## src/sv/usb_pd_contract_decoder_macros.svh

```systemverilog
// ----------------------------------------------------------------------------
// Assertion macros for the USB PD contract decoder
// Immediate-implication and next-cycle checks, gated by the synchronous reset.
// ----------------------------------------------------------------------------
`ifndef USB_PD_CONTRACT_DECODER_MACROS_SVH
`define USB_PD_CONTRACT_DECODER_MACROS_SVH

// Same-cycle implication: when ante holds, cons must hold.
`define UPCD_ASSERT_NOW(lbl, clk, rst_n, ante, cons, msg) \
  lbl: assert property (@(posedge clk) disable iff (!rst_n) (ante) |-> (cons)) \
    else $error(msg);

// Next-cycle implication: when ante holds, cons must hold in the next cycle.
`define UPCD_ASSERT_NEXT(lbl, clk, rst_n, ante, cons, msg) \
  lbl: assert property (@(posedge clk) disable iff (!rst_n) (ante) |=> (cons)) \
    else $error(msg);

`endif

```

## src/sv/upcd_pkg.sv

```systemverilog
`timescale 1ns / 1ps
// ----------------------------------------------------------------------------
// upcd_pkg
// Types and constants shared by the USB PD contract decoder modules.
// ----------------------------------------------------------------------------
package upcd_pkg;

  localparam logic [15:0] DEFAULT_MV  = 16'd5000;
  localparam logic [3:0]  CNT_MAX     = 4'd15;
  localparam logic [3:0]  LIMIT_RESET = 4'd5;

  typedef enum logic [1:0] {
    SUPPLY_FIXED    = 2'd0,
    SUPPLY_VARIABLE = 2'd1,
    SUPPLY_BATTERY  = 2'd2,
    SUPPLY_PPS      = 2'd3
  } supply_t;

  typedef enum logic {
    STATUS_OK   = 1'b0,
    STATUS_FAIL = 1'b1
  } status_t;

  // Decoded contract: what gets cached after a good power object read.
  typedef struct packed {
    logic        contract_active;
    supply_t     pwr_type;
    logic [15:0] bus_mv;
    logic [13:0] bus_ma;
    logic [2:0]  obj_pos;
    logic        cap_mismatch;
  } contract_t;

  typedef struct packed {
    status_t     status_code;
    contract_t   contract;
    logic        from_cache;
    logic [3:0]  failure_count;
  } result_t;

endpackage

```

## src/sv/upcd_if.sv

```systemverilog
`timescale 1ns / 1ps
// ----------------------------------------------------------------------------
// upcd channel interfaces
// Valid/ready channels for poll items, result items and the limit register.
// ----------------------------------------------------------------------------
interface upcd_in_if;
  logic        valid;
  logic        ready;
  logic        pdo_read_ok;
  logic [31:0] pdo_word;
  logic        rdo_read_ok;
  logic [31:0] rdo_word;

  modport source (output valid, pdo_read_ok, pdo_word, rdo_read_ok, rdo_word,
                  input ready);
  modport sink   (input valid, pdo_read_ok, pdo_word, rdo_read_ok, rdo_word,
                  output ready);
endinterface

interface upcd_out_if;
  logic        valid;
  logic        ready;
  logic        status_code;
  logic        contract_active;
  logic [1:0]  pwr_type;
  logic [15:0] bus_mv;
  logic [13:0] bus_ma;
  logic [2:0]  obj_pos;
  logic        cap_mismatch;
  logic        from_cache;
  logic [3:0]  failure_count;

  modport source (output valid, status_code, contract_active, pwr_type, bus_mv,
                  bus_ma, obj_pos, cap_mismatch, from_cache,
                  failure_count,
                  input ready);
  modport sink   (input valid, status_code, contract_active, pwr_type, bus_mv,
                  bus_ma, obj_pos, cap_mismatch, from_cache,
                  failure_count,
                  output ready);
endinterface

interface upcd_cfg_if;
  logic       valid;
  logic       ready;
  logic [3:0] error_limit;

  modport source (output valid, error_limit, input ready);
  modport sink   (input valid, error_limit, output ready);
endinterface

```

## src/sv/upcd_decode.sv

```systemverilog
`timescale 1ns / 1ps
// ----------------------------------------------------------------------------
// upcd_decode
// Decodes a power data object and request data object into a contract.
// ----------------------------------------------------------------------------
module upcd_decode
  import upcd_pkg::*;
(
  input  logic [31:0] pdo_word,
  input  logic        rdo_read_ok,
  input  logic [31:0] rdo_word,
  output contract_t   contract
);

  supply_t     sup;
  logic [15:0] pdo_mv;
  logic [13:0] pdo_ma;
  logic [13:0] rdo_ma;
  logic        rdo_use;

  assign sup = supply_t'(pdo_word[31:30]);
  assign rdo_ma  = {4'd0, rdo_word[19:10]} * 14'd10;
  assign rdo_use = rdo_read_ok && (rdo_word != 32'd0);

  always_comb begin
    case (sup)
      SUPPLY_FIXED: begin
        pdo_mv = {6'd0, pdo_word[19:10]} * 16'd50;
        pdo_ma = {4'd0, pdo_word[9:0]} * 14'd10;
      end
      SUPPLY_PPS: begin
        pdo_mv = {8'd0, pdo_word[24:17]} * 16'd100;
        pdo_ma = {7'd0, pdo_word[6:0]} * 14'd50;
      end
      default: begin
        // variable and battery share the layout; battery current read as written
        pdo_mv = {6'd0, pdo_word[29:20]} * 16'd50;
        pdo_ma = {4'd0, pdo_word[9:0]} * 14'd10;
      end
    endcase
  end

  always_comb begin
    contract = '{contract_active: 1'b0,
                 pwr_type:        SUPPLY_FIXED,
                 bus_mv:          DEFAULT_MV,
                 bus_ma:          14'd0,
                 obj_pos:         3'd0,
                 cap_mismatch:    1'b0};
    if (pdo_word != 32'd0) begin
      contract.contract_active = 1'b1;
      contract.pwr_type        = sup;
      contract.bus_mv          = pdo_mv;
      contract.bus_ma          = pdo_ma;
      if (rdo_use) begin
        contract.obj_pos      = rdo_word[30:28];
        contract.cap_mismatch = rdo_word[26];
        // a zero request current leaves the offered current in place
        if (rdo_word[19:10] != 10'd0) begin
          contract.bus_ma = rdo_ma;
        end
      end
    end
  end

endmodule

```

## src/sv/usb_pd_contract_decoder.sv

```systemverilog
`timescale 1ns / 1ps
// ----------------------------------------------------------------------------
// usb_pd_contract_decoder
// Decodes polled PD contract words, tracks read failures, serves a cache.
// ----------------------------------------------------------------------------
// Usage:
//   in_ch  : one item per poll (power object word and request object word,
//            each with a read-ok bit). Taken when valid and ready are high.
//   out_ch : one result item per poll item, in order.
//   cfg_ch : writes error_limit; always ready, write only while idle.
// Path: an accepted item goes into the input register, then is decoded, with
//   the state update, into the result register, from which out_ch takes it.
// Throughput: one item per cycle while out_ch is ready; the failure counter
//   and the cache update in the same cycle as the decode, so each item sees
//   the one before it. Reset: failure counter cleared, no cache,
//   error_limit back to 5, both stages empty.
// Stall: when out_ch.ready is low the result holds; one more item still
//   enters the input register if it is empty, after which in_ch.ready drops.
// ----------------------------------------------------------------------------
`include "usb_pd_contract_decoder_macros.svh"

module usb_pd_contract_decoder
  import upcd_pkg::*;
(
  input  logic       clk,
  input  logic       rst_n,
  upcd_in_if.sink    in_ch,
  upcd_out_if.source out_ch,
  upcd_cfg_if.sink   cfg_ch
);

  // input register
  logic        s1_valid_r, s1_valid_nxt;
  logic        s1_pdo_ok_r;
  logic [31:0] s1_pdo_r;
  logic        s1_rdo_ok_r;
  logic [31:0] s1_rdo_r;

  // tracking state
  logic [3:0]  limit_r;
  logic [3:0]  fail_cnt_r, fail_cnt_nxt;
  logic        cache_ok_r;
  contract_t   cache_r;

  // result register
  logic        out_valid_r, out_valid_nxt;
  result_t     res_r, res_nxt;

  logic        in_fire;
  logic        out_adv;
  logic        s1_fire;
  logic [3:0]  fail_inc;
  contract_t   dec;

  assign out_adv  = !out_valid_r || out_ch.ready;
  assign s1_fire  = s1_valid_r && out_adv;
  assign in_ch.ready = !s1_valid_r || out_adv;
  assign in_fire  = in_ch.valid && in_ch.ready;
  assign cfg_ch.ready = 1'b1;

  upcd_decode u_decode (
    .pdo_word    (s1_pdo_r),
    .rdo_read_ok (s1_rdo_ok_r),
    .rdo_word    (s1_rdo_r),
    .contract    (dec)
  );

  assign fail_inc = (fail_cnt_r != CNT_MAX) ? fail_cnt_r + 4'd1 : fail_cnt_r;

  always_comb begin
    fail_cnt_nxt = fail_cnt_r;
    res_nxt      = res_r;
    if (s1_fire) begin
      if (s1_pdo_ok_r) begin
        fail_cnt_nxt = 4'd0;
        res_nxt = '{status_code: STATUS_OK, contract: dec, from_cache: 1'b0,
                    failure_count: 4'd0};
      end else begin
        fail_cnt_nxt = fail_inc;
        if (cache_ok_r && (fail_inc < limit_r)) begin
          res_nxt = '{status_code: STATUS_OK, contract: cache_r, from_cache: 1'b1,
                      failure_count: fail_inc};
        end else begin
          res_nxt = '{status_code: STATUS_FAIL,
                      contract: '{contract_active: 1'b0,
                                  pwr_type:        SUPPLY_FIXED,
                                  bus_mv:          DEFAULT_MV,
                                  bus_ma:          14'd0,
                                  obj_pos:         3'd0,
                                  cap_mismatch:    1'b0},
                      from_cache: 1'b0,
                      failure_count: fail_inc};
        end
      end
    end
  end

  always_comb begin
    s1_valid_nxt = s1_valid_r;
    if (in_fire) begin
      s1_valid_nxt = 1'b1;
    end else if (out_adv) begin
      s1_valid_nxt = 1'b0;
    end
    out_valid_nxt = out_valid_r;
    if (s1_fire) begin
      out_valid_nxt = 1'b1;
    end else if (out_ch.ready) begin
      out_valid_nxt = 1'b0;
    end
  end

  always_ff @(posedge clk) begin
    if (!rst_n) begin
      s1_valid_r  <= 1'b0;
      out_valid_r <= 1'b0;
      fail_cnt_r  <= 4'd0;
      cache_ok_r  <= 1'b0;
      limit_r     <= LIMIT_RESET;
    end else begin
      s1_valid_r  <= s1_valid_nxt;
      out_valid_r <= out_valid_nxt;
      fail_cnt_r  <= fail_cnt_nxt;
      if (s1_fire && s1_pdo_ok_r) begin
        cache_ok_r <= 1'b1;
      end
      if (cfg_ch.valid) begin
        limit_r <= cfg_ch.error_limit;
      end
    end
  end

  // payload registers
  always_ff @(posedge clk) begin
    if (in_fire) begin
      s1_pdo_ok_r <= in_ch.pdo_read_ok;
      s1_pdo_r    <= in_ch.pdo_word;
      s1_rdo_ok_r <= in_ch.rdo_read_ok;
      s1_rdo_r    <= in_ch.rdo_word;
    end
    if (s1_fire && s1_pdo_ok_r) begin
      cache_r <= dec;
    end
    res_r <= res_nxt;
  end

  assign out_ch.valid           = out_valid_r;
  assign out_ch.status_code     = res_r.status_code;
  assign out_ch.contract_active = res_r.contract.contract_active;
  assign out_ch.pwr_type        = res_r.contract.pwr_type;
  assign out_ch.bus_mv          = res_r.contract.bus_mv;
  assign out_ch.bus_ma          = res_r.contract.bus_ma;
  assign out_ch.obj_pos         = res_r.contract.obj_pos;
  assign out_ch.cap_mismatch    = res_r.contract.cap_mismatch;
  assign out_ch.from_cache      = res_r.from_cache;
  assign out_ch.failure_count   = res_r.failure_count;

  `UPCD_ASSERT_NOW(a_fail_default, clk, rst_n,
    out_valid_r && (res_r.status_code == STATUS_FAIL),
    !res_r.from_cache && !res_r.contract.contract_active &&
    (res_r.contract.bus_mv == DEFAULT_MV), "failure result is not the default status")
  `UPCD_ASSERT_NEXT(a_good_clears, clk, rst_n, s1_fire && s1_pdo_ok_r,
    (fail_cnt_r == 4'd0) && cache_ok_r, "good read did not clear counter or fill cache")
  `UPCD_ASSERT_NEXT(a_fail_counts, clk, rst_n,
    s1_fire && !s1_pdo_ok_r && (fail_cnt_r != CNT_MAX),
    fail_cnt_r == $past(fail_cnt_r) + 4'd1, "failed read did not advance counter")
  `UPCD_ASSERT_NOW(a_cache_served, clk, rst_n, out_valid_r && res_r.from_cache,
    cache_ok_r && (res_r.failure_count < limit_r), "cache served without cache or past limit")
  `UPCD_ASSERT_NEXT(a_hold_stage, clk, rst_n, s1_valid_r && !out_adv,
    s1_valid_r, "input stage dropped a held item")

endmodule

```

## src/flat_wrapper.sv

```systemverilog
// flat-port wrapper written by rule: the top's interface ports become plain ports
module usb_pd_contract_decoder_flat import upcd_pkg::*;
  (clk, rst_n, in_ch_valid, in_ch_pdo_read_ok, in_ch_pdo_word, in_ch_rdo_read_ok, in_ch_rdo_word, in_ch_ready, out_ch_valid, out_ch_status_code, out_ch_contract_active, out_ch_pwr_type, out_ch_bus_mv, out_ch_bus_ma, out_ch_obj_pos, out_ch_cap_mismatch, out_ch_from_cache, out_ch_failure_count, out_ch_ready, cfg_ch_valid, cfg_ch_error_limit, cfg_ch_ready);
  upcd_in_if in_ch_i ();
  upcd_out_if out_ch_i ();
  upcd_cfg_if cfg_ch_i ();
  input  logic clk;
  input  logic rst_n;
  input wire logic [$bits(in_ch_i.valid)-1:0] in_ch_valid;
  input wire logic [$bits(in_ch_i.pdo_read_ok)-1:0] in_ch_pdo_read_ok;
  input wire logic [$bits(in_ch_i.pdo_word)-1:0] in_ch_pdo_word;
  input wire logic [$bits(in_ch_i.rdo_read_ok)-1:0] in_ch_rdo_read_ok;
  input wire logic [$bits(in_ch_i.rdo_word)-1:0] in_ch_rdo_word;
  output wire logic [$bits(in_ch_i.ready)-1:0] in_ch_ready;
  output wire logic [$bits(out_ch_i.valid)-1:0] out_ch_valid;
  output wire logic [$bits(out_ch_i.status_code)-1:0] out_ch_status_code;
  output wire logic [$bits(out_ch_i.contract_active)-1:0] out_ch_contract_active;
  output wire logic [$bits(out_ch_i.pwr_type)-1:0] out_ch_pwr_type;
  output wire logic [$bits(out_ch_i.bus_mv)-1:0] out_ch_bus_mv;
  output wire logic [$bits(out_ch_i.bus_ma)-1:0] out_ch_bus_ma;
  output wire logic [$bits(out_ch_i.obj_pos)-1:0] out_ch_obj_pos;
  output wire logic [$bits(out_ch_i.cap_mismatch)-1:0] out_ch_cap_mismatch;
  output wire logic [$bits(out_ch_i.from_cache)-1:0] out_ch_from_cache;
  output wire logic [$bits(out_ch_i.failure_count)-1:0] out_ch_failure_count;
  input wire logic [$bits(out_ch_i.ready)-1:0] out_ch_ready;
  input wire logic [$bits(cfg_ch_i.valid)-1:0] cfg_ch_valid;
  input wire logic [$bits(cfg_ch_i.error_limit)-1:0] cfg_ch_error_limit;
  output wire logic [$bits(cfg_ch_i.ready)-1:0] cfg_ch_ready;
  assign in_ch_i.valid = in_ch_valid;
  assign in_ch_i.pdo_read_ok = in_ch_pdo_read_ok;
  assign in_ch_i.pdo_word = in_ch_pdo_word;
  assign in_ch_i.rdo_read_ok = in_ch_rdo_read_ok;
  assign in_ch_i.rdo_word = in_ch_rdo_word;
  assign in_ch_ready = in_ch_i.ready;
  assign out_ch_valid = out_ch_i.valid;
  assign out_ch_status_code = out_ch_i.status_code;
  assign out_ch_contract_active = out_ch_i.contract_active;
  assign out_ch_pwr_type = out_ch_i.pwr_type;
  assign out_ch_bus_mv = out_ch_i.bus_mv;
  assign out_ch_bus_ma = out_ch_i.bus_ma;
  assign out_ch_obj_pos = out_ch_i.obj_pos;
  assign out_ch_cap_mismatch = out_ch_i.cap_mismatch;
  assign out_ch_from_cache = out_ch_i.from_cache;
  assign out_ch_failure_count = out_ch_i.failure_count;
  assign out_ch_i.ready = out_ch_ready;
  assign cfg_ch_i.valid = cfg_ch_valid;
  assign cfg_ch_i.error_limit = cfg_ch_error_limit;
  assign cfg_ch_ready = cfg_ch_i.ready;
  usb_pd_contract_decoder u_core (.clk(clk), .rst_n(rst_n), .in_ch(in_ch_i), .out_ch(out_ch_i), .cfg_ch(cfg_ch_i));
endmodule
```

## config.mk

```make
export PLATFORM = sky130hd
export DESIGN_NAME = usb_pd_contract_decoder_flat
export DESIGN_NICKNAME = d
export VERILOG_FILES = /design/src/sv/upcd_pkg.sv /design/src/sv/upcd_if.sv /design/src/sv/upcd_decode.sv /design/src/sv/usb_pd_contract_decoder.sv /design/src/flat_wrapper.sv
export VERILOG_INCLUDE_DIRS = /design/src /design/src/sv
export SDC_FILE = /design/constraint.sdc
export NUM_CORES = 1
export LEC_CHECK = 0
export BUFFER_PORTS_ARGS = -buffer_cell sky130_fd_sc_hd__buf_2
export CORE_MARGIN = 2
export CORE_UTILIZATION = 65
export CTS_CLUSTER_DIAMETER = 30
export DETAILED_ROUTE_END_ITERATION = 12
export GPL_ROUTABILITY_DRIVEN = 0
export PLACE_DENSITY_LB_ADDON = 0.3
export SYNTH_ARGS = -nofsm -noshare
export SYNTH_HDL_FRONTEND = slang
export SYNTH_HIERARCHICAL = 1
export SYNTH_SLANG_ARGS = --single-unit
```

## constraint.sdc

```tcl
create_clock -name clk -period 7.9 [get_ports clk]
set_input_delay 1.185 -clock clk [delete_from_list [all_inputs] [get_ports clk]]
set_output_delay 1.185 -clock clk [all_outputs]
set_load 0.02 [all_outputs]
```

==> results.sh <==
export IMPL_outcome="completed"
export IMPL_drc=0
export IMPL_grt_max_degree=85
export IMPL_synth_seq_cells=157
export IMPL_core_area_um2=15900
export IMPL_globalRouteOverflowTotal=0
export IMPL_cp_slowest_stage_delay_ns=0.78
export IMPL_n_fill_cell=1078
export IMPL_start_util_pct=66.7
export IMPL_synthesis_instances=945
export IMPL_synthDistinctLibCells=67
export IMPL_final_util_pct=75.3
export IMPL_synthArstFlopShare_pct=0
export IMPL_final_cell_mix="ha_1 (165), edfxtp_1 (146), buf_2 (119)"
export IMPL_clock_sinks=157
export IMPL_endpoint_kind="register"
export IMPL_synth_edf_count=146
export IMPL_die_w_um=132
export IMPL_drv_cap=0
export IMPL_die_h_um=132
export IMPL_crit_slowest_cell="a2111oi_0"
export IMPL_dp_hpwl_mm=16.7
export IMPL_slew_headroom_pct=36.4
export IMPL_cts_root_buf="clkbuf_16"
export IMPL_cp_start_kind="register"
export IMPL_cts_made_buffers=17
export IMPL_finalMaxSlewViolations=0
export IMPL_nNetsFinal=1315
export IMPL_arrival_ns=4.45
export IMPL_drtAntennaViolNets=0
export IMPL_ir_worst_vdd_uv=162
export IMPL_fmax_mhz=232
export IMPL_synthFlopType="edfxtp_1"
export IMPL_crit_buf_inv=1
export IMPL_io_pins=121
export IMPL_hold_path_class="reg -> reg"
export IMPL_drt_initial_drc_count=606
export IMPL_postCtsSetupRepairBufs=0
export IMPL_worst_pin_slew_ns=0.954
export IMPL_cts_resized=0
export IMPL_fin_crit_sh_pct=54.5
export IMPL_wirelength_mm=22.9
export IMPL_clk_latency_ns=0.43
export IMPL_grt_pass1_vias=7370
export IMPL_dieArea_um2=17300
export IMPL_setup_tns_ns=0
export IMPL_skew_ns=0.0124
export IMPL_hold_ws_ns=0.513
export IMPL_setup_viol_count_final=0
export IMPL_clockBufferDepth=2
export IMPL_syn2layout_area_growth_pct=13.0
export IMPL_yosysSeqAreaShare_pct=43.5
export IMPL_crit_fanout=4
export IMPL_hold_viol=0
export IMPL_yosysWarnings=6
export IMPL_portBuffers=119
export IMPL_floorplan_rows=46
export IMPL_diodes=0
export IMPL_multi_input_area_um2=5410
export IMPL_p_per_area_nw_per_um2=210
export IMPL_mostFrequentLayoutCell="ha_1"
export IMPL_vias_per_cell=5.94
export IMPL_path_class="reg -> reg"
export IMPL_path_cells="inv_1 > ha_1 > ha_1 > ha_1 > fa_1 > a21oi_1 > o211ai_1 > o41ai_2 > xnor2_1 > a2111oi_0 > a211oi_1 > nand2_1 > o31ai_4"
export IMPL_drive_above_1_share_pct=16.7
export IMPL_rsz0062_at_grt="no"
export IMPL_syn_area_um2=10600
export IMPL_syn_area_per_cell_um2=11.2
export IMPL_antenna_found_initial=0
export IMPL_required_ns=8.05
export IMPL_cp_top_family="compound AO/OA/AOI/OAI gates"
export IMPL_ff_latch_area_um2=4600
export IMPL_fin_crit_ns=4.31
export IMPL_wl_per_cell_um=17.8
export IMPL_grt_use_total_pct=27.0
export IMPL_dr_total_vias=7641
export IMPL_grt_pass1_wl_mm=37.0
export IMPL_cts_tree="yes"
export IMPL_cts_hold_buf=0
export IMPL_first_pass_iters=6
export IMPL_p_leak_nw=5.38
export IMPL_clk_pin_slew_ns=0.07
export IMPL_crit_top_cell="ha_1"
export IMPL_htree_levels=4
## worst paths after layout
check | from | end | slack (ns) | depth (start not counted)
max | u_core/s1_pdo_r[18]$_DFFE_PP_ | u_core/out_ch.bus_mv[14]$_DFFE_PP_ | 3.59 | 13
min | u_core/cache_ok_r$_SDFFE_PN0P_ | u_core/cache_ok_r$_SDFFE_PN0P_ | 0.51 | 1
max reg2reg | u_core/s1_pdo_r[18]$_DFFE_PP_ | u_core/out_ch.bus_mv[14]$_DFFE_PP_ | 3.59 | 13
min reg2reg | u_core/cache_ok_r$_SDFFE_PN0P_ | u_core/cache_ok_r$_SDFFE_PN0P_ | 0.51 | 1
## through the flow
stage          cells  power (mW)  instance area (µm²)  setup WS (ns)
2_1_floorplan    946        1.53                10600           4.10
3_3_place_gp    1255        1.68                11400           4.00
3_5_place_dp    1255        1.70                11400           3.76
4_1_cts         1287        2.51                12000           3.71
5_1_grt         1287        2.65                12000           3.44
6_report        1287        2.52                12000           3.59
## layer usage
metal / vias up / wire, µm / track usage [%] / part of all wire [%]
met5: - / 0 / 0 / 0
met3: 44 / 1470 / 4.82 / 6.4
li1: 3689 / - / - / -
met1: 3619 / 9990 / 36.4 / 44
met4: 0 / 497 / 10.0 / 2.2
met2: 289 / 10900 / 44.1 / 48
## Yosys cell counts (7+ instances only)
cell	number	area share [%]
nand2b_1	7	0.41
nor4_1	11	0.65
and3_1	7	0.41
nor2_1	53	1.9
nor2b_1	14	0.83
a21o_1	9	0.64
a21oi_1	37	1.7
clkbuf_1	19	0.67
a211oi_1	23	1.6
nand2_1	64	2.3
nor3_1	7	0.33
o31ai_1	26	1.8
and2_1	7	0.41
o31ai_4	9	1.8
mux2i_1	9	0.85
ha_1	165	19
nand3_1	14	0.66
inv_1	113	4.0
edfxtp_1	146	41
dfxtp_1	11	2.1
o31a_1	7	0.58
o21a_1	8	0.57
xor2_1	16	1.3
o21ai_0	31	1.5
xnor2_1	15	1.2
fa_1	17	3.2
## power breakdown
part           total [mW]  leakage, nW  switching [mW]  internal (mW)
combinational       0.704         3.61           0.417          0.287
clock               0.809        0.287           0.383          0.426
sequential           1.00         1.48          0.0280          0.975
## final cells by class
class | instances | area share (%)
inverter | 114 | 3.58
timing repair buffer | 126 | 5.42
tap | 216 | 2.26
multi-input combinational | 642 | 45.2
sequential | 157 | 38.5
clock inverter | 15 | 1.52
clock buffer | 17 | 3.56
## state kept, by name, indices dropped and copies added, names as in the netlist, 2 cells and up
| signal | cells |
|---|---|
| u_core/limit_r | 4 |
| u_core/cache_r | 37 |
| u_core/s1_rdo_r | 32 |
| u_core/out_ch.bus_mv | 16 |
| u_core/fail_cnt_r | 4 |
| u_core/out_ch.pwr_type | 2 |
| u_core/out_ch.obj_pos | 3 |
| u_core/out_ch.failure_count | 4 |
| u_core/s1_pdo_r | 32 |
| u_core/out_ch.bus_ma | 14 |
## logic make-up (layout without fill, tap and decap cells)
group / count (synthesis) / after routing / synth area share, %
muxes: 10 / 10 / 0.957
xor gates and xnor gates: 31 / 31 / 2.56
AOI/OAI and AO/OA: 208 / 208 / 14.8
DFF: 157 / 157 / 43.5
and+or+nand+nor: 208 / 208 / 9.77
buffers and inverters: 147 / 272 / 5.60
other: 2 / 3 / 0.0709
adders and majority gates: 182 / 182 / 22.7
Power figures use the tool's default switching activity.
